--- src/rtl/lpht_pkg.sv ---
package lpht_pkg;

   localparam int TableSlots = 1024;
   localparam int SlotBits = $clog2(TableSlots);
   localparam int CountBits = $clog2(TableSlots + 1);
   localparam int QueueDepth = 2;

   localparam logic [1:0] FUNC_INSERT = 2'd0;
   localparam logic [1:0] FUNC_LOOKUP = 2'd1;
   localparam logic [1:0] FUNC_ERASE = 2'd2;

   localparam logic [1:0] STATUS_OK = 2'd0;
   localparam logic [1:0] STATUS_MISS = 2'd1;
   localparam logic [1:0] STATUS_FULL = 2'd2;
   localparam logic [1:0] STATUS_RESERVED = 2'd3;

   localparam logic [63:0] TombAddr = '1;
   localparam logic [63:0] MixMulA = 64'hbf58476d1ce4e5b9;
   localparam logic [63:0] MixMulB = 64'h94d049bb133111eb;

   typedef struct packed {
      logic [1:0] func;
      logic [63:0] key;
      logic [63:0] value_addr;
      logic [30:0] value_thread;
   } req_type;

   typedef struct packed {
      logic [1:0] status;
      logic [63:0] found_addr;
      logic [30:0] found_thread;
   } rsp_type;

   // Work handed from the front end to the probe engine.
   typedef struct packed {
      logic direct;
      logic [1:0] direct_status;
      logic [SlotBits-1:0] start;
      req_type req;
   } job_type;

endpackage

--- src/rtl/lpht_mul.sv ---
module lpht_mul (
   input logic clock,
   input logic [63:0] a,
   input logic [63:0] b,
   output logic [63:0] p
);

   // The low 64 bits of a product, taken from three 32 by 32 partial products.
   logic [63:0] ll_ff;
   logic [31:0] lh_ff;
   logic [31:0] hl_ff;
   logic [63:0] ll_in;
   logic [63:0] lh_in;
   logic [63:0] hl_in;

   assign ll_in = a[31:0] * b[31:0];
   assign lh_in = a[31:0] * b[63:32];
   assign hl_in = a[63:32] * b[31:0];

   always_ff @(posedge clock) begin
      ll_ff <= ll_in;
      lh_ff <= lh_in[31:0];
      hl_ff <= hl_in[31:0];
   end

   assign p = ll_ff + {lh_ff + hl_ff, 32'd0};

endmodule

--- src/rtl/lpht_front.sv ---
module lpht_front (
   input logic clock,
   input logic reset,
   input logic req_valid,
   output logic req_stall,
   input lpht_pkg::req_type req_data,
   output logic job_valid,
   input logic job_stall,
   output lpht_pkg::job_type job_data
);
   import lpht_pkg::*;

   localparam logic [2:0] StIdle = 3'd0;
   localparam logic [2:0] StMulA = 3'd1;
   localparam logic [2:0] StMulB = 3'd2;
   localparam logic [2:0] StPush = 3'd3;
   localparam logic [2:0] StWaitA = 3'd4;
   localparam logic [2:0] StWaitB = 3'd5;

   logic [2:0] state_ff;
   logic [2:0] state_in;
   req_type req_ff;
   logic [63:0] x_ff;
   logic [63:0] x_in;
   logic [63:0] mul_a;
   logic [63:0] mul_b;
   logic [63:0] mul_p;
   logic [63:0] mixed;

   lpht_mul u_mul (
      .clock(clock),
      .a(mul_a),
      .b(mul_b),
      .p(mul_p)
   );

   assign mul_a = x_ff;
   assign mul_b = (state_ff == StMulA) ? MixMulA : MixMulB;
   assign mixed = mul_p ^ (mul_p >> 31);

   always_comb begin
      state_in = state_ff;
      x_in = x_ff;
      unique case (state_ff)
         StIdle: begin
            if (req_valid) begin
               x_in = req_data.key ^ (req_data.key >> 30);
               state_in = StMulA;
            end
         end
         StMulA: state_in = StWaitA;
         StWaitA: begin
            x_in = mul_p ^ (mul_p >> 27);
            state_in = StMulB;
         end
         StMulB: state_in = StWaitB;
         StWaitB: begin
            x_in = mixed;
            state_in = StPush;
         end
         StPush: begin
            if (!job_stall) begin
               state_in = StIdle;
            end
         end
         default: state_in = StIdle;
      endcase
   end

   always_ff @(posedge clock) begin
      if (reset) begin
         state_ff <= StIdle;
      end else begin
         state_ff <= state_in;
      end
      x_ff <= x_in;
      if (state_ff == StIdle && req_valid) begin
         req_ff <= req_data;
      end
   end

   assign req_stall = (state_ff != StIdle);
   assign job_valid = (state_ff == StPush);

   always_comb begin
      job_data.req = req_ff;
      job_data.start = x_ff[SlotBits-1:0];
      job_data.direct = 1'b1;
      job_data.direct_status = STATUS_MISS;
      if (req_ff.func != FUNC_INSERT && req_ff.func != FUNC_LOOKUP
            && req_ff.func != FUNC_ERASE) begin
         job_data.direct_status = STATUS_MISS;
      end else if (req_ff.key == '0) begin
         job_data.direct_status = STATUS_RESERVED;
      end else begin
         job_data.direct = 1'b0;
      end
   end

endmodule

--- config.mk ---
export PLATFORM = sky130hd
export DESIGN_NAME = lpht_front
export DESIGN_NICKNAME = d
export VERILOG_FILES = /design/src/rtl/lpht_pkg.sv /design/src/rtl/lpht_mul.sv /design/src/rtl/lpht_front.sv
export SDC_FILE = /design/constraint.sdc
export NUM_CORES = 2
export LEC_CHECK = 0
export BUFFER_PORTS_ARGS = -buffer_cell sky130_fd_sc_hd__buf_2
export CAP_MARGIN = 20
export CORE_ASPECT_RATIO = 0.5
export CORE_UTILIZATION = 65
export CTS_CLUSTER_SIZE = 14
export DETAILED_ROUTE_END_ITERATION = 8
export PLACE_DENSITY_LB_ADDON = 0.15
export SLEW_MARGIN = 40
export SYNTH_ARGS = -nofsm -noshare
export SYNTH_HDL_FRONTEND = slang
export SYNTH_SLANG_ARGS = --single-unit
export TNS_END_PERCENT = 10
--- constraint.sdc ---
create_clock -name clock -period 15.4 [get_ports clock]
set_input_delay 0 -clock clock [delete_from_list [all_inputs] [get_ports clock]]
set_output_delay 0 -clock clock [all_outputs]
set_load 0.03 [all_outputs]
-- Yosys cells after proc, flatten, opt, wreduce, memory -nomap -nowiden
Cells that the tools add are included.
- equality and inequality tests: 9
- multiply operators: 3
- multiplexer cells: 10
- $add $sub $neg: 2
- reductions and logical operators: 10
- bitwise operators: 3
- operators with widths (kind ; count):
    $pmux 64 s3 ; 1
    $add 64x64->64 ; 1
    $logic_not 64->1 ; 1
    $mul 32x32->32 ; 2
    $mul 32x32->64 ; 1
    $mux 64 ; 1
    $xor 64x33->64 ; 1
    $xor 64x34->64 ; 1
    $xor 64x37->64 ; 1
    $mux 62 ; 1
    $add 32x32->32 ; 1
    $pmux 3 s6 ; 1
    $eq 3x2->1 const B ; 2
    $eq 3x3->1 const B ; 2
    $mux 3 ; 2
    $ne 2x2->1 const B ; 3
    $reduce_bool 3->1 ; 2
    $mux 2 ; 2
    $reduce_and 2->1 ; 2
    $eq 3x1->1 const B ; 1
    $logic_and 1x1->1 ; 3
    $logic_not 3->1 ; 1
    $mux 1 ; 2
    $ne 2x1->1 const B ; 1
    $reduce_bool 2->1 ; 1
- register bits: 356
- output and inout port bits: 176

-- Depth between registers and ports, before layout
- word-level depth: 4
- mapped depth: 35

-- Hierarchy
From an unflattened synthesis, not the netlist that was laid out.
- cells, all modules: 8410
- area total of the unflattened synthesis: 79368.6 um2
- modules (own cells, without submodules) (module ; sequential area each (um2) ; times used ; area an instance (um2) ; cells an instance):
    lpht_mul ; 2562.5 ; 1 ; 70477.6 ; 7901
    lpht_front ; 6816.5 ; 1 ; 8891.0 ; 509

-- Worst setup path before layout
No wires, ideal clock.
- path kind: flip-flop to flip-flop
- from: reg state_ff[0]
- to: reg req_ff (netlist bit job_data[0]) (enable)
- data required time: 14.715 ns
- stages on the path, launching flop included: 4
- arrival: 7.772 ns
- path slack: 6.943 ns
- buffers on the path: 1
- cell sequence: dfxtp_1 -> clkbuf_1 -> or3_1 -> nor2_1
- cells in the longest elaborated chain, start to end: 2
- RTL lines (element ; line ; text):
    from (decl) ; lpht_front.sv:20 ; logic [2:0] state_ff;
    from (signal assigned) ; lpht_front.sv:72 ; state_ff <= StIdle;
    from (signal assigned) ; lpht_front.sv:74 ; state_ff <= state_in;
    $logic_not 3->1 ; lpht_front.sv:77 ; if (state_ff == StIdle && req_valid) begin
    $logic_and 1x1->1 ; lpht_front.sv:77 ;
    to (signal assigned) ; lpht_front.sv:78 ; req_ff <= req_data;
    to (decl) ; lpht_front.sv:22 ; req_type req_ff;
Every way passes these cells.
A chain may end at the register's enable or synchronous reset.

-- Worst setup path in the final report
- from: reg state_ff[0]
- to: reg u_mul.lh_ff[31]
- cells in the longest elaborated chain, start to end: 3
- RTL lines (element ; line ; text):
    $eq 3x1->1 ; lpht_front.sv:38 ; assign mul_b = (state_ff == StMulA) ? MixMulA : MixMulB;
    $mux 62 ; lpht_front.sv:38 ;
    $mul 32x32->32 ; lpht_mul.sv:17 ; assign lh_in = a[31:0] * b[63:32];
    net u_mul.lh_in[31] ; lpht_mul.sv:13 ; logic [63:0] lh_in;
    to (signal assigned) ; lpht_mul.sv:22 ; lh_ff <= lh_in[31:0];
    to (decl) ; lpht_mul.sv:10 ; logic [31:0] lh_ff;
The timed path passes the listed nets, and every way through them passes these cells.

==> impl_metrics.csv <==
group,metric,value,unit
worst_setup_path,crit_path_max_incr_delay,0.84,ns
grt,gr-usage-all-layers,0.4237,
drt,route.antenna.remaining_nets,0,
logic_synthesis,yosys.area.top_type_share,0.3930,
timing,setup_viol,0,
drt,wl_met3,22890,um
clocking,postCtsHoldBufs,164,
logic_synthesis,ys_types,77,
grt,grt_pass1_vias,46280,
placed_design,gp_congestion,1.070,
clocking,cts_setup_buffers,0,
logic_synthesis,yosys-top-cells-count,"1,593 x inv_1, 1,169 x fa_1, 831 x ha_1",
logic_synthesis,synthCells,5699,
timing,tightestPinTransition,0.8976,ns
drt,num_vias,43210,
logic_synthesis,synthArstFlopShare,0,
timing,final_hold_viol_count,0,
finish,finish.instance_area,65880,um^2
timing,whs,0.1001,ns
drt,wl_per_cell,25.75,um
clocking,htree_num_levels,2,
min_path,hp-class,"in -> reg",
grt,grt_pass1_wl,286100,um
run_status,outcome,"finished, final reports clean",
logic_synthesis,synth_area_leaders,"fa_1 39%, ha_1 17%, edfxtp_1 11%",
finish,drive_above_1_share,0.07916,
worst_setup_path,crit_path_start_kind,"flop",
placed_design,place_area,62920,um^2
worst_setup_path,cp.required,15.80,ns
clocking,cts_buffers,39,
grt,grt_max_degree,162,
clocking,clk_transition_reported_paths,0.06,ns
worst_setup_path,critical_path_class,"reg -> reg",
logic_synthesis,ys_seq_elements,354,
drt,drt-met1-wl,76550,um
timing,worst_slack,4.903,ns
floorplan,rows,78,
logic_synthesis,synth_area,59550,um^2
drt,dr.pass1.iters,7,
floorplan,initial_utilization,0.6569,
logic_synthesis,synth-edff-count,225,
drt,drc,0,
clocking,post_cts_resized,0,
worst_setup_path,cpMostUsedCell,"fa_1",
logic_synthesis,yosysSeqAreaShare,0.1568,
logic_synthesis,synth_area_per_cell,10.45,um^2
timing,period_needed,10.50,ns
worst_setup_path,slowest_stage,"dfxtp_1",
timing,setup_tns,0,ns
worst_setup_path,r2r_slack,4.90,ns
clocking,cts.sinks,354,
timing,fin_crit_sh,0.6816,
floorplan,io_pins,341,
timing,skew,0.02187,ns
placed_design,port_buffers,339,
drt,vias_per_cell,5.796,
run,maxCapViolations,0,
logic_synthesis,yosysMostFrequentCell,"inv_1",
floorplan,die_x,430.1,um
placed_design,dpl_worst_slack,5.234,ns
floorplan,coreArea,90660,um^2
drt,wl_met2,84050,um
finish,fin_nets,8387,
logic_synthesis,ys.flop_type,"edfxtp_1",
timing,drv_slew,0,
logic_synthesis,synth_area_leader_cell,"fa_1",
clocking,cts.path.max_buffers,3,
finish,area_growth,10.63,%
drt,topRoutingLayerUsed,"met5",
clocking,cts_tree,"built",
timing,relSlewSlack,0.3979,
worst_setup_path,critical_path.max_fanout,41,
clocking,clock_latency,0.58,ns
grt,gr-total-overflow,0,
placed_design,hpwlAfterDp,160700,um
worst_setup_path,cp_data_arrival_time,10.90,ns
worst_setup_path,crit_path_end_kind,"flop",
drt,drtIter0Drc,4451,
floorplan,dieArea,92910,um^2
clocking,cts_root_buffer,"clkbuf_16",
drt,wirelength,192000,um
timing,fmax,95.27,MHz
floorplan,fp.dieH,216.0,um
grt,antenna_found_initial,3,
timing,rsz0062_at_grt,"false",
logic_synthesis,synth_warnings,0,
[worst paths after layout]
kind,start,end,depth (start not counted)
setup / recovery,state_ff[0]$_SDFFE_PP0P_,u_mul.lh_ff[31]$_DFF_P_,30
hold reg to reg,u_mul.ll_ff[5]$_DFF_P_,mul_a[5]$_DFFE_PP_,2
setup reg to reg,state_ff[0]$_SDFFE_PP0P_,u_mul.lh_ff[31]$_DFF_P_,30
hold / removal,req_valid,job_data[107]$_DFFE_PP_,4
[registers in the layout, summed over array words and instances, names as in the netlist]
name and cells:
u_mul.lh_ff 30, mul_a 64, u_mul.ll_ff 64, state_ff 3, job_data 161, u_mul.hl_ff 32
[kinds of logic after synthesis]
| kind of cell | share of synthesized area |
|---|---|
| muxes | 0.006471 |
| DFF | 0.1568 |
| xor gates and xnor gates | 0.04927 |
| and+or+nand+nor | 0.05343 |
| AOI/OAI and AO/OA | 0.05725 |
| adders and majority gates | 0.5675 |
| buffers and inverters | 0.1091 |
| other | 0.0001261 |
[through the flow]
stage,util,cells
6_report,0.7267,7454
2_1_floorplan,-,5753
3_5_place_dp,0.6940,7215
5_1_grt,0.7266,7453
4_1_cts,0.7262,7451
3_3_place_gp,0.6928,7211
[critical path: cells and delay by family (launching register included)]
kind            cells  cell delay (ns)
simple gates        7             1.25
compound gates      5             1.32
flops               1             0.84
buf+inv             8             2.25
xor+xnor            1             0.15
fa+ha+maj           9             4.38
[cell type report]
class / instances / area, um^2
diodes: 1 / 2.502
clock buffers: 54 / 1126
inverters: 1596 / 5991
fillers: 6540 / 24780
well taps: 1200 / 1501
flip-flops and latches: 354 / 9339
clock inverters: 18 / 156.4
multi-input cells: 3679 / 43960
repair buffers: 552 / 3807
[placed cells by master (no fill, tap or decap), drive strengths merged, types with 12 or more instances in the layout]
cell and n:
xnor2 229, a211oi 23, dfxtp 129, edfxtp 225
nand2 319, o21ai 149, a31oi 13, or3 13
nor2 152, clkinv 12, o21a 32, buf 388
a21oi 170, nand3 30, nand2b 33, and3 27
inv 1598, nor3 37, conb 56, and2 16
clkbuf 54, o211ai 15, nor4 22, ha 831
xor2 106, o21bai 15, mux2i 25, or2 13
fa 1169, nor2b 15, a21o 60, nand4 13
mux2 12, dlygate4sd3 164
[per-layer routing]
metal / up-vias / global-route usage
li1: 18460 / -
met2: 2455 / 0.6490
met4: 3 / 0.1515
met3: 519 / 0.1248
met5: - / 0.005635
met1: 21770 / 0.5764
Power is not shown: default switching activity piles up to over one toggle a cycle in this logic, so the estimate is an artifact.
