### config.mk
export PLATFORM = sky130hd
export DESIGN_NAME = lpht_queue
export DESIGN_NICKNAME = d
export VERILOG_FILES = /design/src/rtl/lpht_pkg.sv /design/src/rtl/lpht_queue.sv
export SDC_FILE = /design/constraint.sdc
export NUM_CORES = 1
export LEC_CHECK = 0
export BUFFER_PORTS_ARGS = -buffer_cell sky130_fd_sc_hd__buf_2
export CAP_MARGIN = 20
export CORE_MARGIN = 4
export CORE_UTILIZATION = 52
export CTS_CLUSTER_SIZE = 40
export DETAILED_ROUTE_END_ITERATION = 16
export PLACE_DENSITY = 0.79
export SLEW_MARGIN = 20
export SYNTH_ARGS = -nofsm -noshare
export SYNTH_HDL_FRONTEND = slang
export SYNTH_SLANG_ARGS = --single-unit
### constraint.sdc
create_clock -name clock -period 7.5 [get_ports clock]
set_input_delay 1.5 -clock clock [delete_from_list [all_inputs] [get_ports clock]]
set_output_delay 1.5 -clock clock [all_outputs]
set_load 0.02 [all_outputs]
### src/rtl/lpht_pkg.sv
package lpht_pkg;

   localparam int TableSlots = 1024;
   localparam int SlotBits = $clog2(TableSlots);
   localparam int CountBits = $clog2(TableSlots + 1);
   localparam int QueueDepth = 2;

   localparam logic [1:0] FUNC_INSERT = 2'd0;
   localparam logic [1:0] FUNC_LOOKUP = 2'd1;
   localparam logic [1:0] FUNC_ERASE = 2'd2;

   localparam logic [1:0] STATUS_OK = 2'd0;
   localparam logic [1:0] STATUS_MISS = 2'd1;
   localparam logic [1:0] STATUS_FULL = 2'd2;
   localparam logic [1:0] STATUS_RESERVED = 2'd3;

   localparam logic [63:0] TombAddr = '1;
   localparam logic [63:0] MixMulA = 64'hbf58476d1ce4e5b9;
   localparam logic [63:0] MixMulB = 64'h94d049bb133111eb;

   typedef struct packed {
      logic [1:0] func;
      logic [63:0] key;
      logic [63:0] value_addr;
      logic [30:0] value_thread;
   } req_type;

   typedef struct packed {
      logic [1:0] status;
      logic [63:0] found_addr;
      logic [30:0] found_thread;
   } rsp_type;

   // Work handed from the front end to the probe engine.
   typedef struct packed {
      logic direct;
      logic [1:0] direct_status;
      logic [SlotBits-1:0] start;
      req_type req;
   } job_type;

endpackage

### src/rtl/lpht_queue.sv
module lpht_queue (
   input logic clock,
   input logic reset,
   input logic in_valid,
   output logic in_stall,
   input lpht_pkg::job_type in_data,
   output logic out_valid,
   input logic out_stall,
   output lpht_pkg::job_type out_data
);
   import lpht_pkg::*;

   localparam int PtrBits = $clog2(QueueDepth);

   job_type entry_ff [QueueDepth];
   logic [PtrBits-1:0] wr_ff;
   logic [PtrBits-1:0] rd_ff;
   logic [PtrBits:0] count_ff;
   logic push;
   logic pop;

   assign in_stall = (count_ff == (PtrBits + 1)'(QueueDepth));
   assign out_valid = (count_ff != '0);
   assign out_data = entry_ff[rd_ff];
   assign push = in_valid && !in_stall;
   assign pop = out_valid && !out_stall;

   always_ff @(posedge clock) begin
      if (reset) begin
         wr_ff <= '0;
         rd_ff <= '0;
         count_ff <= '0;
      end else begin
         if (push) begin
            wr_ff <= (wr_ff == PtrBits'(QueueDepth - 1)) ? '0 : wr_ff + 1'b1;
         end
         if (pop) begin
            rd_ff <= (rd_ff == PtrBits'(QueueDepth - 1)) ? '0 : rd_ff + 1'b1;
         end
         count_ff <= count_ff + (PtrBits + 1)'(push) - (PtrBits + 1)'(pop);
      end
      if (push) begin
         entry_ff[wr_ff] <= in_data;
      end
   end

endmodule

After elaboration in Yosys (flattened, before gate mapping)
Memory sizes are Yosys's and may differ from the RTL's. A register that Yosys moved wholly into a read port is not among the register bits. Index checks and enable logic that the tools add are counted.

Add/subtract/negate cells: 4. Multipliers: 0. Div/mod/pow operators: 0. $lt $le $gt $ge: 0. Equal/unequal tests: 1. Shift-type cells: 0. Mux-type cells: 6. Bitwise operators: 0. Reduce and logical (&&, ||, !) cells: 5.

Operators by type and width (number): $mux 1 (6); $add 1x1->1 const B (2); $add 2x1->2 (1); $eq 2x2->1 const B (1); $logic_and 1x1->1 (2); $logic_not 1->1 (2); $reduce_bool 2->1 (1); $sub 2x1->2 (1).

Register bits: 4. Latch bits: 0. RAM bits: 348. ROM bits: 0. Output and inout bits: 176. Memories: 1.

Memories: entry_ff (words 2, width 174, read ports 1, clocked after memory_dff 1, write ports 1, RTL line lpht_queue.sv:15) `job_type entry_ff [QueueDepth];`.

Depth between registers and ports, before layout
Gate-level depths: netlist of the first run.

Depth after elaboration: 5. Gate-level depth with buffers: 8. Mapped depth without buffers: 8.

Least setup slack after synthesis of the first run
No wires, ideal clock.

Kind: input-to-reg. From: in in_valid. To: mem entry_ff[1][0] (netlist bit) (enable). Arrival: 5.533 ns. Data required time: 6.944 ns. Path slack: 1.411 ns. Cell stages on the path: 1. Buffers on the path: 0. Path through: and3_1.

Longest elaborated chain between the ends: 3.

Ends and longest elaborated chain: start: declaration (RTL line lpht_queue.sv:4) `input logic in_valid,`; $logic_and 1x1->1 (RTL line lpht_queue.sv:25) `assign push = in_valid && !in_stall;`; $mux 1 (RTL line lpht_queue.sv:42) `if (push) begin`; $mux 1 (implied by the code) (RTL line lpht_queue.sv:43) `entry_ff[wr_ff] <= in_data;`; end: declaration (RTL line lpht_queue.sv:15).

Every way passes these cells.

==> flow_summary_export.csv, run 1 <==
group,metric,value,unit
clock_network,clkLatencyLatePin,0.51,ns
clock_network,cts_tree,"built",
floorplan,rows,57,
timing,max_slew.worst_pin.slew,1.04,ns
routing,drt_iter0_markers,456,
setup_path,end_kind,"primary output",
timing,period_minus_slack,4.27,ns
timing,rsz0062_at_grt,"no",
timing,max_freq,0.234,GHz
outcome,status,"finished, final reports clean",
clock_network,postCtsSetupBuffers,0,
timing,relSlewSlack,0.305,
place,dpl_worst_slack,3.29,ns
floorplan,die_y,165,um
yosys,ys_ff_latch,353,
floorplan,die_area,0.0273,mm^2
clock_network,cts_buffers,36,
timing,clock-skew-final,0.0227,ns
routing,drcViolationCount,0,
layout,fill_cells,1671,
routing,routed_wl,25400,um
layout,fin_util,0.658,
layout,syn2layout_area_growth,24.4,%
timing,final_hold_viol_count,0,
timing,fin_ws,3.23,ns
setup_path,cp_max_fo,66,
grt,antenna_found_initial,5,
timing,drv_slew,0,
pwr,vdd_ir_drop_max,267,uV
run,drv_cap,0,
timing,setup_viol,0,
clock_network,cts-root-buf,"clkbuf_16",
clock_network,htree_levels,2,
layout,drive_gt1_frac,0.604,
setup_path,arrival,2.77,ns
routing,vias_per_cell,5.10,
grt,grtUsageTotal,0.177,
pwr,p_per_area,357,mW/mm^2
setup_path,worstPathRequired,6.00,ns
floorplan,die_x,165,um
yosys,synth_area_per_cell,22.6,um^2
routing,wire_per_inst,19.6,um
grt,grt_pass1_vias,7009,
routing,vias,6624,
grt,grt_max_degree,103,
timing,tns,0,ns
timing,period_share,0.569,
clock_network,numClockSinks,353,
floorplan,io_pins,354,
yosys,synth_area,0.0129,mm^2
setup_path,crit_type,"flip-flop to primary output",
yosys,syn_nets,750,
yosys,yosysSeqAreaShare,0.821,
floorplan,initial_utilization,0.529,
layout,final_nets,1126,
hold_path,min_path_type,"flip-flop to flip-flop",
clock_network,cts_hold_buffers,0,
yosys,ys_types,18,
clock_network,cts_resized,0,
place,portBuffers,353,
yosys,synth_cells,570,
place,dpl.hpwl,16600,um
grt,grt_pass1_wl,37200,um
yosys,yosys_warnings,0,
routing,ant_nets,0,
clock_network,clk_pin_slew,0.06,ns
floorplan,core,0.0243,mm^2
place,gp_congestion,0.784,
grt,grt_overflow,0,
clock_network,clock_path_buffers,3,
pwr,power.leakage,5.96,nW
setup_path,worst_setup_path_start_kind,"flip-flop",
routing,dr.pass1.iters,4,
setup_path,r2r_setup_slack,4.37,ns
[cell families (layout without fill, tap and decap cells)]
| kind of cell | count (synthesis) | after routing | synth area share |
|---|---|---|---|
| mux | 174 | 174 | 0.152 |
| buf+inv | 24 | 424 | 0.0176 |
| flops | 353 | 353 | 0.821 |
| compound gates | 5 | 5 | 0.00195 |
| xor+xnor | 1 | 1 | 0.000681 |
| simple gates | 11 | 11 | 0.00467 |
| fa+ha+maj | 2 | 2 | 0.00195 |
| other cells | 0 | 5 | 0 |
[power by group]
part | leakage (nW) | total [mW] | internal, mW | switching [mW]
registers | 3.29 | 2.61 | 2.52 | 0.0919
clock network | 0.532 | 1.66 | 0.975 | 0.687
logic | 2.13 | 1.43 | 0.543 | 0.889
[registers in the layout, indices dropped and copies added, names as in the netlist, named ones only]
signal and count:
entry_ff 348, wr_ff 1, count_ff 2, rd_ff 1
[through the flow]
step | cells | power, mW | instance area [um^2] | hold slack, ns
2_1_floorplan | 570 | 3.69 | 12900 | 0.452
4_1_cts | 1294 | 5.78 | 16000 | 0.516
6_report | 1299 | 5.70 | 16000 | 0.515
3_3_place_gp | 1232 | 4.08 | 14900 | 0.479
3_5_place_dp | 1232 | 4.10 | 14900 | 0.513
5_1_grt | 1297 | 5.96 | 16000 | 0.544
[worst paths after layout]
path                    start                to  cells past startpoint
setup / recovery    flip-flop     out_data[114]                      3
hold / removal          rd_ff         flip-flop                      2
setup reg to reg  count_ff[0]  entry_ff[0][147]                      5
hold reg to reg         rd_ff         flip-flop                      2
[area by class of cell]
type,count,area [um^2],share of cell area
inverter,5,23.8,0.00149
clock inverter,17,149,0.00931
tap,324,405,0.0253
clock buffer,45,956,0.0598
multi-input combinational,193,2080,0.130
timing repair buffer,357,1810,0.113
antenna,5,12.5,0.000782
sequential,353,10600,0.660
[placed cells by master, fill, tap and decap left out]
cell | netlist | layout
a21oi_1 | 3 | 3
and2_1 | 1 | 1
and3_4 | 0 | 1
buf_12 | 0 | 1
buf_2 | 1 | 353
buf_4 | 0 | 3
bufinv_16 | 0 | 2
clkbuf_1 | 0 | 8
clkbuf_16 | 0 | 37
clkinv_1 | 0 | 3
clkinv_2 | 0 | 6
clkinvlp_4 | 0 | 4
dfxtp_1 | 5 | 4
dfxtp_4 | 0 | 1
diode_2 | 0 | 5
edfxtp_1 | 348 | 348
ha_1 | 2 | 2
inv_1 | 5 | 4
inv_6 | 0 | 3
mux2_2 | 174 | 174
nand2_1 | 1 | 1
nand2b_2 | 1 | 1
nor2_1 | 3 | 3
nor2b_1 | 1 | 1
nor3_1 | 1 | 1
o21ai_0 | 2 | 2
or3_1 | 2 | 2
xor2_1 | 1 | 1
[worst max-delay path, cell delays in order (launching register included)]
cell and delay [ns]:
dfxtp_4 0.81, buf_4 0.79, mux2_2 0.42, buf_2 0.17
[routing by layer]
metal | vias to the layer above | GRT usage | part of all wire
li1 | 3045 | - | -
met4 | 4 | 0.0779 | 0.039
met5 | - | 0 | 0.0010
met1 | 3249 | 0.205 | 0.36
met2 | 257 | 0.306 | 0.52
met3 | 69 | 0.0529 | 0.083
[cell usage after synthesis, drive strengths merged]
master | instances | area [um^2]
and3 | 1 | 6.26
nand2 | 1 | 3.75
nor2 | 3 | 11.3
xor2 | 1 | 8.76
dfxtp | 5 | 100
edfxtp | 348 | 10500
nor3 | 1 | 5.00
buf | 19 | 208
a21oi | 3 | 15.0
o21ai | 2 | 10.0
ha | 2 | 25.0
or3 | 2 | 12.5
and2 | 1 | 6.26
inv | 5 | 18.8
nand2b | 1 | 8.76
mux2 | 174 | 1960
nor2b | 1 | 6.26
Power figures use the tool's default switching activity.
==> run 2: changes to the inputs <==
- clock period: 7.5 -> 4 ns (I/O delays scaled with it)
==> run 2 against run 1 <==
  * Wire length shrank 3.4%
  * Final area rose by 0.58%
  * Combinational power grew 94%
==> flow_summary_export.csv, run 2 (synthesis gave the netlist of run 1 again) <==
group,metric,value,unit
setup_path,worstPathRequired,3.20,ns
timing,hold_ws,0.491,ns
pwr,p_per_area,666,mW/mm^2
layout,final_common_cell,"buf_2",
floorplan,io_pins,354,
routing,wire_per_inst,18.9,um
routing,dr.pass1.iters,4,
setup_path,end_kind,"primary output",
setup_path,r2r_setup_slack,1.75,ns
layout,top_regs,"entry_ff: 348 flops, count_ff: 2 flops",
routing,ant_nets,0,
setup_path,r2r_end,"entry_ff[0][71]",
grt,grt_pass1_wl,36000,um
clock_network,cts-root-buf,"clkbuf_16",
grt,grt_overflow,0,
timing,clock-skew-final,0.00977,ns
setup_path,worst_setup_path_start_kind,"flip-flop",
place,portBuffers,353,
clock_network,cts_buffers,36,
hold_path,worstHoldStart,"in_data[65]",
timing,fin_ws,1.10,ns
timing,max_freq,0.345,GHz
layout,fin_util,0.661,
clock_network,numClockSinks,353,
layout,syn2layout_area_growth,25.1,%
pwr,power.leakage,6.00,nW
timing,drv_slew,0,
hold_path,holdPathStages,1,
timing,relSlewSlack,0.434,
setup_path,cp_max_fo,93,
routing,vias,6575,
floorplan,core,0.0243,mm^2
place,dpl_worst_slack,1.28,ns
outcome,status,"finished, final reports clean",
setup_path,rr_startpoint,"count_ff[0]",
clock_network,cts_resized,0,
routing,drcViolationCount,0,
place,dpl.hpwl,16600,um
timing,tns,0,ns
clock_network,cts_hold_buffers,0,
grt,grt_max_degree,98,
timing,period_minus_slack,2.90,ns
timing,rsz0062_at_grt,"no",
layout,final_nets,1132,
routing,routed_wl,24500,um
run,drv_cap,0,
timing,period_share,0.725,
routing,drt_iter0_markers,475,
grt,antenna_found_initial,4,
floorplan,rows,57,
layout,drive_gt1_frac,0.602,
pwr,p_total,10.7,mW
floorplan,die_area,0.0273,mm^2
clock_network,clk_pin_slew,0.06,ns
floorplan,die_y,165,um
timing,final_hold_viol_count,0,
layout,final_cell_mix,"buf_2, edfxtp_1, mux2_2",
layout,fill_cells,1631,
clock_network,cts_tree,"built",
layout,top_register,"entry_ff",
clock_network,htree_levels,2,
hold_path,holdPathEnd,"entry_ff[1][65]",
grt,grt_pass1_vias,7052,
layout,largest_reg_flops,348,
place,gp_congestion,0.715,
pwr,vdd_ir_drop_max,452,uV
timing,setup_viol,0,
clock_network,postCtsSetupBuffers,0,
setup_path,crit_type,"flip-flop to primary output",
hold_path,min_path_type,"input pin to flip-flop",
routing,vias_per_cell,5.05,
grt,grtUsageTotal,0.172,
setup_path,reg2regPathDepth,5,
timing,max_slew.worst_pin.slew,0.847,ns
floorplan,initial_utilization,0.529,
clock_network,clock_path_buffers,3,
clock_network,clkLatencyLatePin,0.49,ns
setup_path,arrival,2.10,ns
floorplan,die_x,165,um
run 2: cell types whose count changed in the layout (fill, tap and decap cells not counted), sizes merged:
cell,change
buf,+6
inv,-1
clkbuf,-1
diode,-3
clkinv,+4
clkinvlp,-2
run 2: cell type report:
type / count / area (um^2) / area share
Tap cell: 324 / 405 / 0.0252
Clock buffer: 44 / 952 / 0.0592
Antenna cell: 2 / 5.00 / 0.000311
Sequential cell: 353 / 10600 / 0.656
Timing Repair Buffer: 363 / 1920 / 0.119
Clock inverter: 18 / 146 / 0.00910
Inverter: 5 / 22.5 / 0.00140
Multi-Input combinational cell: 193 / 2080 / 0.130
run 2: worst max-delay path by stage:
stage              start          endpoint  slack (ns)  cells after the start
4_1_cts        flip-flop      out_data[35]        1.08                      3
6_report       flip-flop      out_data[83]        1.10                      3
3_5_place_dp    in_valid  entry_ff[0][157]        1.28                      5
3_3_place_gp    in_valid   entry_ff[0][18]        1.31                      5
2_1_floorplan   in_valid    entry_ff[0][0]        0.03                      3
5_1_grt        flip-flop      out_data[83]        1.02                      3
run 2: routing by layer:
metal,GRT usage,vias to the layer above,part of all wire
li1,-,3037,-
met1,0.190,3215,0.35
met2,0.305,263,0.52
met3,0.0591,54,0.10
met4,0.0643,6,0.027
met5,0,-,0.0014
run 2: power breakdown:
group | total, mW | internal, mW | leakage [nW] | switching [mW]
logic | 2.78 | 1.07 | 2.18 | 1.70
registers | 4.85 | 4.71 | 3.29 | 0.135
clock network | 3.08 | 1.82 | 0.536 | 1.26
run 2: through the flow:
step / cell area, um^2 / instances
after floorplan: 12900 / 570
after global placement: 15000 / 1238
after CTS: 16100 / 1300
final: 16100 / 1302
after global routing: 16100 / 1301
after detailed placement: 15000 / 1238
run 2: critical path, cell delays in order, from the launching register on:
cell,delay (ns)
dfxtp_4,0.51
buf_12,0.38
mux2_2,0.42
buf_2,0.16
